===== src/rtl/core/phs_pkg.sv =====
package phs_pkg;

    localparam int TABLE_SLOTS = 4096;
    localparam int STACK_DEPTH = 6;
    localparam int N_CALLERS   = 5;
    localparam int FRAME_W     = 48;
    localparam int COUNT_W     = 32;
    localparam int TOTAL_W     = 40;
    localparam int SLOT_W      = 12;
    localparam int USED_W      = 13;
    localparam int DEPTH_W     = 3;

    localparam logic KIND_SAMPLE = 1'b0;
    localparam logic KIND_READ   = 1'b1;

    typedef enum logic [2:0] {
        ST_HIT        = 3'd0,
        ST_INSERTED   = 3'd1,
        ST_DROPPED    = 3'd2,
        ST_IGNORED    = 3'd3,
        ST_READ_OK    = 3'd4,
        ST_READ_EMPTY = 3'd5
    } t_status;

    typedef enum logic [1:0] {
        S_IDLE,
        S_SCAN,
        S_RD_ISSUE,
        S_RD_DATA
    } t_state;

    // key memory word: searched leaf plus its hit count
    typedef struct packed {
        logic [COUNT_W-1:0] count;
        logic [FRAME_W-1:0] leaf;
    } t_key_word;

    // data memory word: stored depth and caller frames
    typedef struct packed {
        logic [DEPTH_W-1:0]                  depth;
        logic [N_CALLERS-1:0][FRAME_W-1:0]   callers;
    } t_data_word;

    typedef struct packed {
        logic                                kind;
        logic [DEPTH_W-1:0]                  frame_depth;
        logic [FRAME_W-1:0]                  leaf;
        logic [N_CALLERS-1:0][FRAME_W-1:0]   callers;
        logic [SLOT_W-1:0]                   read_slot;
    } t_item;

    typedef struct packed {
        t_status                             status;
        logic [SLOT_W-1:0]                   slot_index;
        logic [COUNT_W-1:0]                  hit_count;
        logic [USED_W-1:0]                   slots_used;
        logic [TOTAL_W-1:0]                  total_samples;
        logic [DEPTH_W-1:0]                  stored_depth;
        logic [FRAME_W-1:0]                  leaf;
        logic [N_CALLERS-1:0][FRAME_W-1:0]   callers;
    } t_result;

    typedef struct packed {
        logic                                key_we;
        logic                                data_we;
        logic [SLOT_W-1:0]                   waddr;
        logic [SLOT_W-1:0]                   raddr;
        t_key_word                           key_wdata;
        t_data_word                          data_wdata;
    } t_mem_req;

endpackage


===== src/rtl/core/phs_ctrl.sv =====
module phs_ctrl (
    input  logic                 i_clk,
    input  logic                 i_rst_n,
    input  logic                 i_start,
    input  logic                 i_enable,
    input  phs_pkg::t_item       i_item,
    input  phs_pkg::t_key_word   i_key_rdata,
    input  phs_pkg::t_data_word  i_data_rdata,
    output phs_pkg::t_mem_req    o_mem,
    output logic                 o_busy,
    output logic                 o_done,
    output phs_pkg::t_result     o_result
);

    import phs_pkg::*;

    t_state                           r_state, n_state;
    logic [USED_W-1:0]                r_addr, n_addr;
    logic                             r_pend, n_pend;
    logic [SLOT_W-1:0]                r_pidx, n_pidx;
    logic [USED_W-1:0]                r_used, n_used;
    logic [TOTAL_W-1:0]               r_total, n_total;
    logic                             r_done, n_done;
    t_result                          r_res, n_res;

    logic [FRAME_W-1:0]               r_leaf;
    logic [DEPTH_W-1:0]               r_depth;
    logic [N_CALLERS-1:0][FRAME_W-1:0] r_callers;
    logic [SLOT_W-1:0]                r_rslot;

    logic                             w_accept;
    logic [DEPTH_W-1:0]               w_depth_sat;

    assign w_accept    = i_start && (r_state == S_IDLE);
    assign w_depth_sat = (i_item.frame_depth > DEPTH_W'(STACK_DEPTH)) ?
                         DEPTH_W'(STACK_DEPTH) : i_item.frame_depth;

    always_ff @(posedge i_clk) begin
        if (!i_rst_n) begin
            r_state <= S_IDLE;
        end else begin
            r_state <= n_state;
        end
    end

    always_ff @(posedge i_clk) begin
        if (!i_rst_n) begin
            r_addr  <= '0;
            r_pend  <= 1'b0;
            r_pidx  <= '0;
            r_used  <= '0;
            r_total <= '0;
            r_done  <= 1'b0;
        end else begin
            r_addr  <= n_addr;
            r_pend  <= n_pend;
            r_pidx  <= n_pidx;
            r_used  <= n_used;
            r_total <= n_total;
            r_done  <= n_done;
        end
    end

    always_ff @(posedge i_clk) begin
        r_res <= n_res;
        if (w_accept) begin
            r_leaf    <= i_item.leaf;
            r_depth   <= w_depth_sat;
            r_callers <= i_item.callers;
            r_rslot   <= i_item.read_slot;
        end
    end

    always_comb begin
        logic w_match;
        n_state = r_state;
        n_addr  = r_addr;
        n_pend  = 1'b0;
        n_pidx  = r_pidx;
        n_used  = r_used;
        n_total = r_total;
        n_done  = 1'b0;
        n_res   = r_res;

        o_mem                    = '0;
        o_mem.raddr              = r_addr[SLOT_W-1:0];
        o_mem.key_wdata.leaf     = r_leaf;
        o_mem.key_wdata.count    = COUNT_W'(1);
        o_mem.data_wdata.depth   = r_depth;
        for (int i = 0; i < N_CALLERS; i++) begin
            o_mem.data_wdata.callers[i] =
                (r_depth > DEPTH_W'(i + 1)) ? r_callers[i] : '0;
        end

        w_match = r_pend && (i_key_rdata.leaf == r_leaf);

        case (r_state)
            S_IDLE: begin
                if (i_start) begin
                    if (i_item.kind == KIND_READ) begin
                        if (USED_W'(i_item.read_slot) < r_used) begin
                            n_state = S_RD_ISSUE;
                        end else begin
                            n_done       = 1'b1;
                            n_res        = '0;
                            n_res.status = ST_READ_EMPTY;
                        end
                    end else if (!i_enable || i_item.frame_depth == '0) begin
                        n_done       = 1'b1;
                        n_res        = '0;
                        n_res.status = ST_IGNORED;
                    end else begin
                        if (r_total != '1) begin
                            n_total = r_total + TOTAL_W'(1);
                        end
                        n_addr  = '0;
                        n_state = S_SCAN;
                    end
                end
            end
            S_SCAN: begin
                if (w_match) begin
                    // hit: bump the count in place and finish
                    o_mem.key_we          = 1'b1;
                    o_mem.waddr           = r_pidx;
                    o_mem.key_wdata.count = (i_key_rdata.count != '1) ?
                                            i_key_rdata.count + COUNT_W'(1) :
                                            i_key_rdata.count;
                    n_done           = 1'b1;
                    n_res            = '0;
                    n_res.status     = ST_HIT;
                    n_res.slot_index = r_pidx;
                    n_res.hit_count  = o_mem.key_wdata.count;
                    n_state          = S_IDLE;
                end else if (r_addr < r_used) begin
                    // issue the next key read, compare it next cycle
                    n_pend = 1'b1;
                    n_pidx = r_addr[SLOT_W-1:0];
                    n_addr = r_addr + USED_W'(1);
                end else begin
                    n_done  = 1'b1;
                    n_res   = '0;
                    n_state = S_IDLE;
                    if (r_used >= USED_W'(TABLE_SLOTS)) begin
                        n_res.status = ST_DROPPED;
                    end else begin
                        o_mem.key_we     = 1'b1;
                        o_mem.data_we    = 1'b1;
                        o_mem.waddr      = r_used[SLOT_W-1:0];
                        n_used           = r_used + USED_W'(1);
                        n_res.status     = ST_INSERTED;
                        n_res.slot_index = r_used[SLOT_W-1:0];
                        n_res.hit_count  = COUNT_W'(1);
                    end
                end
            end
            S_RD_ISSUE: begin
                o_mem.raddr = r_rslot;
                n_state     = S_RD_DATA;
            end
            S_RD_DATA: begin
                n_done             = 1'b1;
                n_res              = '0;
                n_res.status       = ST_READ_OK;
                n_res.slot_index   = r_rslot;
                n_res.hit_count    = i_key_rdata.count;
                n_res.stored_depth = i_data_rdata.depth;
                n_res.leaf         = (i_data_rdata.depth != '0) ? i_key_rdata.leaf : '0;
                for (int i = 0; i < N_CALLERS; i++) begin
                    n_res.callers[i] = (i_data_rdata.depth > DEPTH_W'(i + 1)) ?
                                       i_data_rdata.callers[i] : '0;
                end
                n_state = S_IDLE;
            end
            default: begin
                n_state = S_IDLE;
            end
        endcase

        if (n_done) begin
            n_res.slots_used    = n_used;
            n_res.total_samples = n_total;
        end
    end

    assign o_busy   = (r_state != S_IDLE);
    assign o_done   = r_done;
    assign o_result = r_res;

endmodule


===== config.mk =====
export PLATFORM = sky130hd
export DESIGN_NAME = phs_ctrl
export DESIGN_NICKNAME = d
export VERILOG_FILES = /design/src/rtl/core/phs_pkg.sv /design/src/rtl/core/phs_ctrl.sv
export SDC_FILE = /design/constraint.sdc
export NUM_CORES = 1
export LEC_CHECK = 0
export BUFFER_PORTS_ARGS = -buffer_cell sky130_fd_sc_hd__buf_4
export CORE_AREA = 4 4 536 538
export DETAILED_ROUTE_END_ITERATION = 16
export DIE_AREA = 0 0 540 542
export GPL_TIMING_DRIVEN = 1
export MAX_ROUTING_LAYER = met4
export RECOVER_POWER = 50
export SLEW_MARGIN = 20
export SYNTH_ARGS = -nofsm -noshare
export SYNTH_HDL_FRONTEND = slang
export SYNTH_SLANG_ARGS = --single-unit

===== constraint.sdc =====
create_clock -name i_clk -period 81.5 [get_ports i_clk]
set_input_delay 4.075 -clock i_clk [delete_from_list [all_inputs] [get_ports i_clk]]
set_output_delay 4.075 -clock i_clk [all_outputs]
set_load 0.05 [all_outputs]

==> results of run 1 <==
state kept, by name (all words and copies together) (netlist names):
| signal | count |
|---|---|
| o_result | 391 |
| o_done | 1 |
| r_addr | 13 |
| r_total | 40 |
| r_depth | 3 |
| r_used | 13 |
| r_pidx | 12 |
| r_pend | 1 |
| r_callers | 240 |
| r_leaf | 48 |
| r_state | 2 |
| r_rslot | 12 |
cells in the final DEF, fill, tap and decap left out, types with 20 or more instances in the layout:
cell type | Yosys | layout
nor3_1 | 35 | 35
nand2_1 | 59 | 59
inv_1 | 23 | 21
clkinv_2 | 0 | 23
clkbuf_16 | 0 | 108
a21oi_1 | 49 | 48
xor2_1 | 41 | 40
xnor2_1 | 93 | 89
dfxtp_1 | 82 | 82
clkbuf_4 | 0 | 247
and2_0 | 0 | 200
edfxtp_1 | 694 | 694
clkbuf_1 | 104 | 424
nor4_1 | 20 | 20
and2_1 | 339 | 139
nand3_1 | 44 | 44
ha_1 | 29 | 29
nor2b_1 | 98 | 98
and3_1 | 115 | 115
nor2_1 | 226 | 222
buf_4 | 1 | 757
o21ai_0 | 31 | 31
nand4_1 | 48 | 48
diode_2 | 0 | 50
per-stage QoR:
step / utilization / instance area, µm² / total power (W)
after floorplan: - / 31510 / 0.0005949
after global routing: 0.1721 / 48530 / 0.001219
final: 0.1723 / 48590 / 0.001177
after global placement: 0.1647 / 46460 / 0.0007075
after CTS: 0.1774 / 50030 / 0.001213
after detailed placement: 0.1648 / 46470 / 0.0007062
tightest hold or removal path: stages (launching register included):
cell     delay [ps]
dfxtp_1         330
nand2_1          60
mux2i_1          60
layer usage:
metal | track usage | vias to the layer above | share of wire
met1 | 0.2387 | 13460 | 0.45
met3 | 0.04718 | 353 | 0.077
met2 | 0.2774 | 1533 | 0.44
met5 | - | - | 0
li1 | - | 11080 | -
met4 | 0.03660 | 0 | 0.027
synth_stat cells (2+ instances only):
cell	count
o22ai_1	3
a21oi_1	49
nand2b_1	4
or3_1	6
o21a_1	4
mux2i_1	19
a211oi_1	3
ha_1	29
nand3_1	44
a21o_1	19
edfxtp_1	694
nand2_1	59
or2_2	5
inv_1	23
buf_2	12
and2_1	339
mux2_2	11
clkbuf_1	104
or4_1	7
nand3b_1	3
nor4b_1	3
xnor2_1	93
clkbuf_2	2
buf_1	3
nor4_4	2
a31oi_1	11
and3_1	115
nor3b_1	5
nor4_1	20
nor2_1	226
and4_1	10
dfxtp_1	82
xor2_1	41
nand4_1	48
nor2b_1	98
nor3_1	35
o211ai_1	2
a31o_2	2
o21ai_0	31
final cells by class:
cell class,instances,area (µm²),share of cell area
sequential,776,22480,0.4627
timing repair buffer,1415,9104,0.1874
multi-input combinational,1367,8537,0.1757
tap,3743,4683,0.09638
clock buffer,131,2859,0.05884
clock inverter,64,701.9,0.01445
antenna,50,125.1,0.002575
inverter,24,98.84,0.002034
power by group through the flow:
stage	Combinational [W]	Sequential (W)	Clock, W
after floorplan	0.0000542	0.000541	0
after global placement	0.000220	0.000488	0
after detailed placement	0.000219	0.000487	0
after CTS	0.000220	0.000480	0.000513
after global routing	0.000211	0.000482	0.000525
final	0.000204	0.000481	0.000492
cell families after synthesis:
group / share of synthesized area
and+or+nand+nor: 0.1828
DFF: 0.7135
buffers and inverters: 0.01807
AOI/OAI and AO/OA: 0.02692
xor gates and xnor gates: 0.03725
muxes: 0.009967
adders and majority gates: 0.01152
path summary, 6_finish.rpt:
kind | to | slack (ps) | depth (start not counted)
min | r_addr[12]$_SDFFE_PN0P_ | 490 | 2
min reg2reg | r_addr[12]$_SDFFE_PN0P_ | 490 | 2
max reg2reg | r_callers[144]$_DFFE_PP_ | 70350 | 4
max | r_callers[144]$_DFFE_PP_ | 67650 | 4
==> key figures, run 1 <==
Routing
  – Number of vias in the routed layout: 26420
  – DRC violation count after routing: 0
  – Detail Route Antenna Nets: 0
  – First-pass DRT Iterations: 6
  – Per-cell routed wire length: 35.50 µm
  – 1st-iter DRT viols: 2151
  – Routed wire length: 268.7 mm
  – Via count normalized by instance count: 3.491

Cells and area
  – Post-layout instance count excluding filler cells: 7570
  – Layout Nets: 4352
  – Layout-stage area growth over the synthesis result: 54.21%
  – Fill cell count: 31490
  – Share of final-layout standard cells stronger than drive strength 1: 0.3209

STA
  – Setup-failing EPs final: 0
  – Count of final max-slew check failures: 572
  – Share of the clock period used by the worst path after layout: 0.1700
  – Setup skew after layout: 76.57 ps
  – Highest achievable clock rate: 0.07219 GHz
  – Setup ws final: 67650 ps
  – Hold slack: 493.9 ps
  – Setup repair after global routing missed its margin: no
  – Tightest slew margin relative to the limit: -4.176
  – Measured slew at the worst slew-check pin: 7763 ps
  – Post-layout minimum cycle time: 13850 ps
  – Final hold vios: 0
  – Aggregate negative setup slack: 0 ps

Floorplan
  – Die height: 542 µm
  – Die footprint: 0.2927 mm²
  – Initial Util: 0.1117
  – DIE WIDTH: 540 µm
  – I/O pin total: 1373
  – # rows: 195
  – Core outline area: 0.2820 mm²

Global route
  – Initial antenna violation count: 148
  – Pin count of the biggest net entering global routing: 142
  – First-pass GRT wire length: 327.6 mm
  – Combined global-route utilization of all metal layers: 0.1804
  – Vias in the first global route: 26200
  – Overall overflow remaining after global route: 0

Placement
  – Post-DP HPWL: 227.1 mm
  – Final RePlAce weighted congestion: 0.9400
  – Number of I/O port buffers: 1372
  – Worst slack after detailed placement: 69600 ps
  – Placed insts: 7325

Synth
  – Synthesized area: 0.03151 mm²
  – Area fraction of the dominant cell type after synthesis: 0.6614
  – Cell type with the highest aggregate area in the netlist: edfxtp_1
  – Ys Warns: 0
  – Top area cells in the synthesized netlist: edfxtp_1 (66%), and2_1 (6.7%), dfxtp_1 (5.2%), nor2_1 (2.7%), xnor2_1 (2.6%)
  – Synth Net Count: 2949
  – Most instantiated flip-flop cell in the synthesis netlist: edfxtp_1
  – Number of distinct library cells after synthesis: 62
  – Flops & latches, synth: 776
  – Share of async-settable or async-resettable flops after synthesis: 0
  – Mapped Cells: 2289
  – Avg Cell Area, Syn: 13.77 µm²
  – Sequential fraction of the synthesis area: 0.7135
  – Number of enable flip-flop cells after synthesis: 694

Worst setup path
  – Library cell contributing the largest single delay on the critical path: clkbuf_1
  – Critical path launch point: i_start
  – Worst setup path category: input pin to flip-flop
  – Crit path buffers/inverters: 3
  – Worst path top cell family by delay: buffers and inverters
  – Data arrival time of the critical path: 14100 ps
  – Reg-to-Reg Start: r_state[0]$_SDFFE_PN0P_
  – Kind of end point of the critical path: flip-flop
  – CP most frequent cell: clkbuf_1
  – CP max stage delay: 5360 ps
  – Critical path, cell by cell: clkbuf_1 > nor3b_1 > clkbuf_1 > clkbuf_1
  – Startpoint class of the critical path: input pin
  – Maximum fanout encountered on the critical timing path: 109
  – Worst path required time: 81740 ps

Power and ir drop
  – Part of the total power dissipated in the clock network: 0.418
  – Static Leakage: 17.90 nW
  – Comb power frac: 0.174
  – Sequential group share of total power: 0.408
  – Switching pwr: 0.0003838 W
  – Internal: 0.0007928 W
  – Maximum VDD drop: 0.00001684 V
  – Power density relative to cell area: 24.22 mW/mm²
  – Switching Share: 0.3262

CTS
  – Total clock sinks: 776
  – Post-cts sizing count: 0
  – Clock buffers created by TritonCTS: 108
  – Number of hold-repair buffers added at the cts stage: 0
  – Clock Latency Late Sink: 830 ps
  – Maximum level of the CTS H-tree: 3
  – Deepest clock path buffer count: 4
  – CTS tree: done
  – Master cell of the clock root buffer: clkbuf_16
  – Post-CTS Setup Bufs: 0
  – Worst-path clk slew: 60 ps

Run
  – Max-cap check violation count: 11

Run status
  – Failing checks: capacitance limit, slew limit
  – Status: finished with violations

Min path
  – Hold path startpoint: r_addr[12]$_SDFFE_PN0P_
  – Type of the worst min-delay path: flip-flop to flip-flop
No activity file was read; power rests on OpenSTA's default activity.
==> run 2: changes to the inputs <==
Settings changed: CORE_AREA 4 4 536 538 to 4 4 540 542, DIE_AREA 0 0 540 542 to 0 0 544 546.
Clock period 81.5 ns to 11.62 ns, I/O delays scaled along.
==> run 2 against run 1 <==
  * Largest cell class unchanged
  * Critical path type is now flip-flop to flip-flop
  * Via count is 7.6% higher
  * The flow still finishes with violations (capacitance limit, slew limit)
  * First-iteration DRC count rose by 3.7%
  * Non-clock buffer count is 494 higher
  * Worst setup slack worse by 63000 ps
  * Highest routed layer unchanged
==> key figures, run 2 (synthesis results as in run 1) <==
CTS
  – Post-CTS Setup Bufs: 0
  – Maximum level of the CTS H-tree: 3
  – Master cell of the clock root buffer: clkbuf_16
  – Total clock sinks: 776
  – Clock buffers created by TritonCTS: 109
  – Post-cts sizing count: 0
  – Deepest clock path buffer count: 4
  – Clock Latency Late Sink: 840 ps
  – Worst-path clk slew: 60 ps
  – CTS tree: done

Routing
  – Via count normalized by instance count: 3.505
  – 1st-iter DRT viols: 2230
  – DRC violation count after routing: 0
  – Detail Route Antenna Nets: 0
  – Number of vias in the routed layout: 28430
  – First-pass DRT Iterations: 5
  – Per-cell routed wire length: 32.72 µm
  – Routed wire length: 265.4 mm

STA
  – Setup-failing EPs final: 0
  – Tightest slew margin relative to the limit: -2.292
  – Measured slew at the worst slew-check pin: 4939 ps
  – Count of final max-slew check failures: 370
  – Share of the clock period used by the worst path after layout: 0.6179
  – Setup repair after global routing missed its margin: no
  – Aggregate negative setup slack: 0 ps
  – Final hold vios: 0
  – Post-layout minimum cycle time: 7181 ps
  – Hold slack: 106.7 ps
  – Setup skew after layout: 86.63 ps
  – Highest achievable clock rate: 0.1393 GHz

Global route
  – Combined global-route utilization of all metal layers: 0.1757
  – Vias in the first global route: 28580
  – Overall overflow remaining after global route: 0
  – Initial antenna violation count: 142
  – First-pass GRT wire length: 327.3 mm
  – Pin count of the biggest net entering global routing: 124

Worst setup path
  – Worst setup path category: flip-flop to flip-flop
  – Data arrival time of the critical path: 7780 ps
  – Kind of end point of the critical path: flip-flop
  – Destination of the worst register-to-register timing path: o_result[176]$_DFFE_PP_
  – Worst path required time: 12220 ps
  – Startpoint class of the critical path: flip-flop
  – Reg-to-Reg Start: r_state[0]$_SDFFE_PN0P_
  – Slack of the worst reg-to-reg path: 4440 ps
  – Maximum fanout encountered on the critical timing path: 99
  – Depth of the most critical reg-to-reg path: 6

Floorplan
  – DIE WIDTH: 544 µm
  – Die height: 546 µm
  – Initial Util: 0.1098
  – # rows: 197
  – Die footprint: 0.2970 mm²
  – Core outline area: 0.2869 mm²
  – I/O pin total: 1373

Placement
  – Placed insts: 7365
  – Number of I/O port buffers: 1372
  – Post-DP HPWL: 221.7 mm
  – Final RePlAce weighted congestion: 0.9450

Cells and area
  – Layout Nets: 4847
  – Most frequent cells in the layout: edfxtp_1 (694), buf_4 (653), clkbuf_1 (522)
  – Layout-stage area growth over the synthesis result: 69.39%
  – Leading cell type in the layout, fill and taps excluded: edfxtp_1
  – Post-layout instance count excluding filler cells: 8111
  – Share of final-layout standard cells stronger than drive strength 1: 0.2640
  – Flip-flop count of the largest register, all copies and words added: 391
  – Share of the core filled with cells: 0.1860

Power and ir drop
  – Maximum VDD drop: 0.0001167 V
  – Power density relative to cell area: 158.9 mW/mm²
  – Final Total Pwr: 0.008481 W
  – Static Leakage: 19.64 nW

Min path
  – Type of the worst min-delay path: input pin to flip-flop
  – Hold path depth: 2
  – Hold worst-path end: o_result[278]$_DFFE_PP_
  – Hold path startpoint: i_key_rdata[38]

Run status
  – Failing checks: capacitance limit, slew limit
  – Status: finished with violations

Run
  – Max-cap check violation count: 8
## run 2: routing by layer
| metal | vias up | share of wire | track usage |
|---|---|---|---|
| met5 | - | 0 | - |
| met3 | 330 | 0.083 | 0.04634 |
| met1 | 14330 | 0.45 | 0.2351 |
| li1 | 12090 | - | - |
| met2 | 1682 | 0.43 | 0.2575 |
| met4 | 0 | 0.037 | 0.05440 |
## run 2: worst max-delay path by stage
stage	slack, ps	from	end	cells after the start
final	4440	r_state[0]$_SDFFE_PN0P_	o_result[176]$_DFFE_PP_	6
after global routing	3810	r_state[0]$_SDFFE_PN0P_	o_result[156]$_DFFE_PP_	6
after CTS	5180	r_leaf[23]$_DFFE_PP_	o_result[111]$_DFFE_PP_	10
after detailed placement	4960	i_key_rdata[23]	o_result[40]$_DFFE_PP_	11
after global placement	5010	i_key_rdata[23]	o_result[33]$_DFFE_PP_	11
after floorplan	940	i_start	o_result[310]$_SDFFCE_PN0P_	7
## run 2: report_power, final
part	switching [W]	internal (W)	leakage, nW
Combinational	0.00116	0.000404	10.4
Sequential	0.000127	0.00324	7.48
Clock	0.00147	0.00209	1.76
## run 2: critical path: stages (launching register included)
cell and delay (ps):
dfxtp_1 300, clkbuf_1 1300, and3_2 400, clkbuf_1 3440, o21a_2 480, buf_4 520
and2_1 400
## run 2: area by class of cell
cell class	count	area, µm²
clock inverters	79	915.9
clock buffers	121	2773
multi-input cells	1367	8564
well taps	3781	4731
diodes	54	135.1
repair buffers	1909	13670
fillers	31690	233500
inverters	24	100.1
flip-flops and latches	776	22480
## run 2: metrics by stage
stage,worst slack (ps),area (µm²)
after floorplan,938.4,31520
after global placement,5007,46530
after detailed placement,4957,46550
after CTS,5179,55160
after global routing,3812,53330
final,4439,53370
## run 2: timing repair
item,CTS,global route
endpoints found under the setup margin,0,0
hold buffers,492,0
endpoints found under the hold margin,492,0
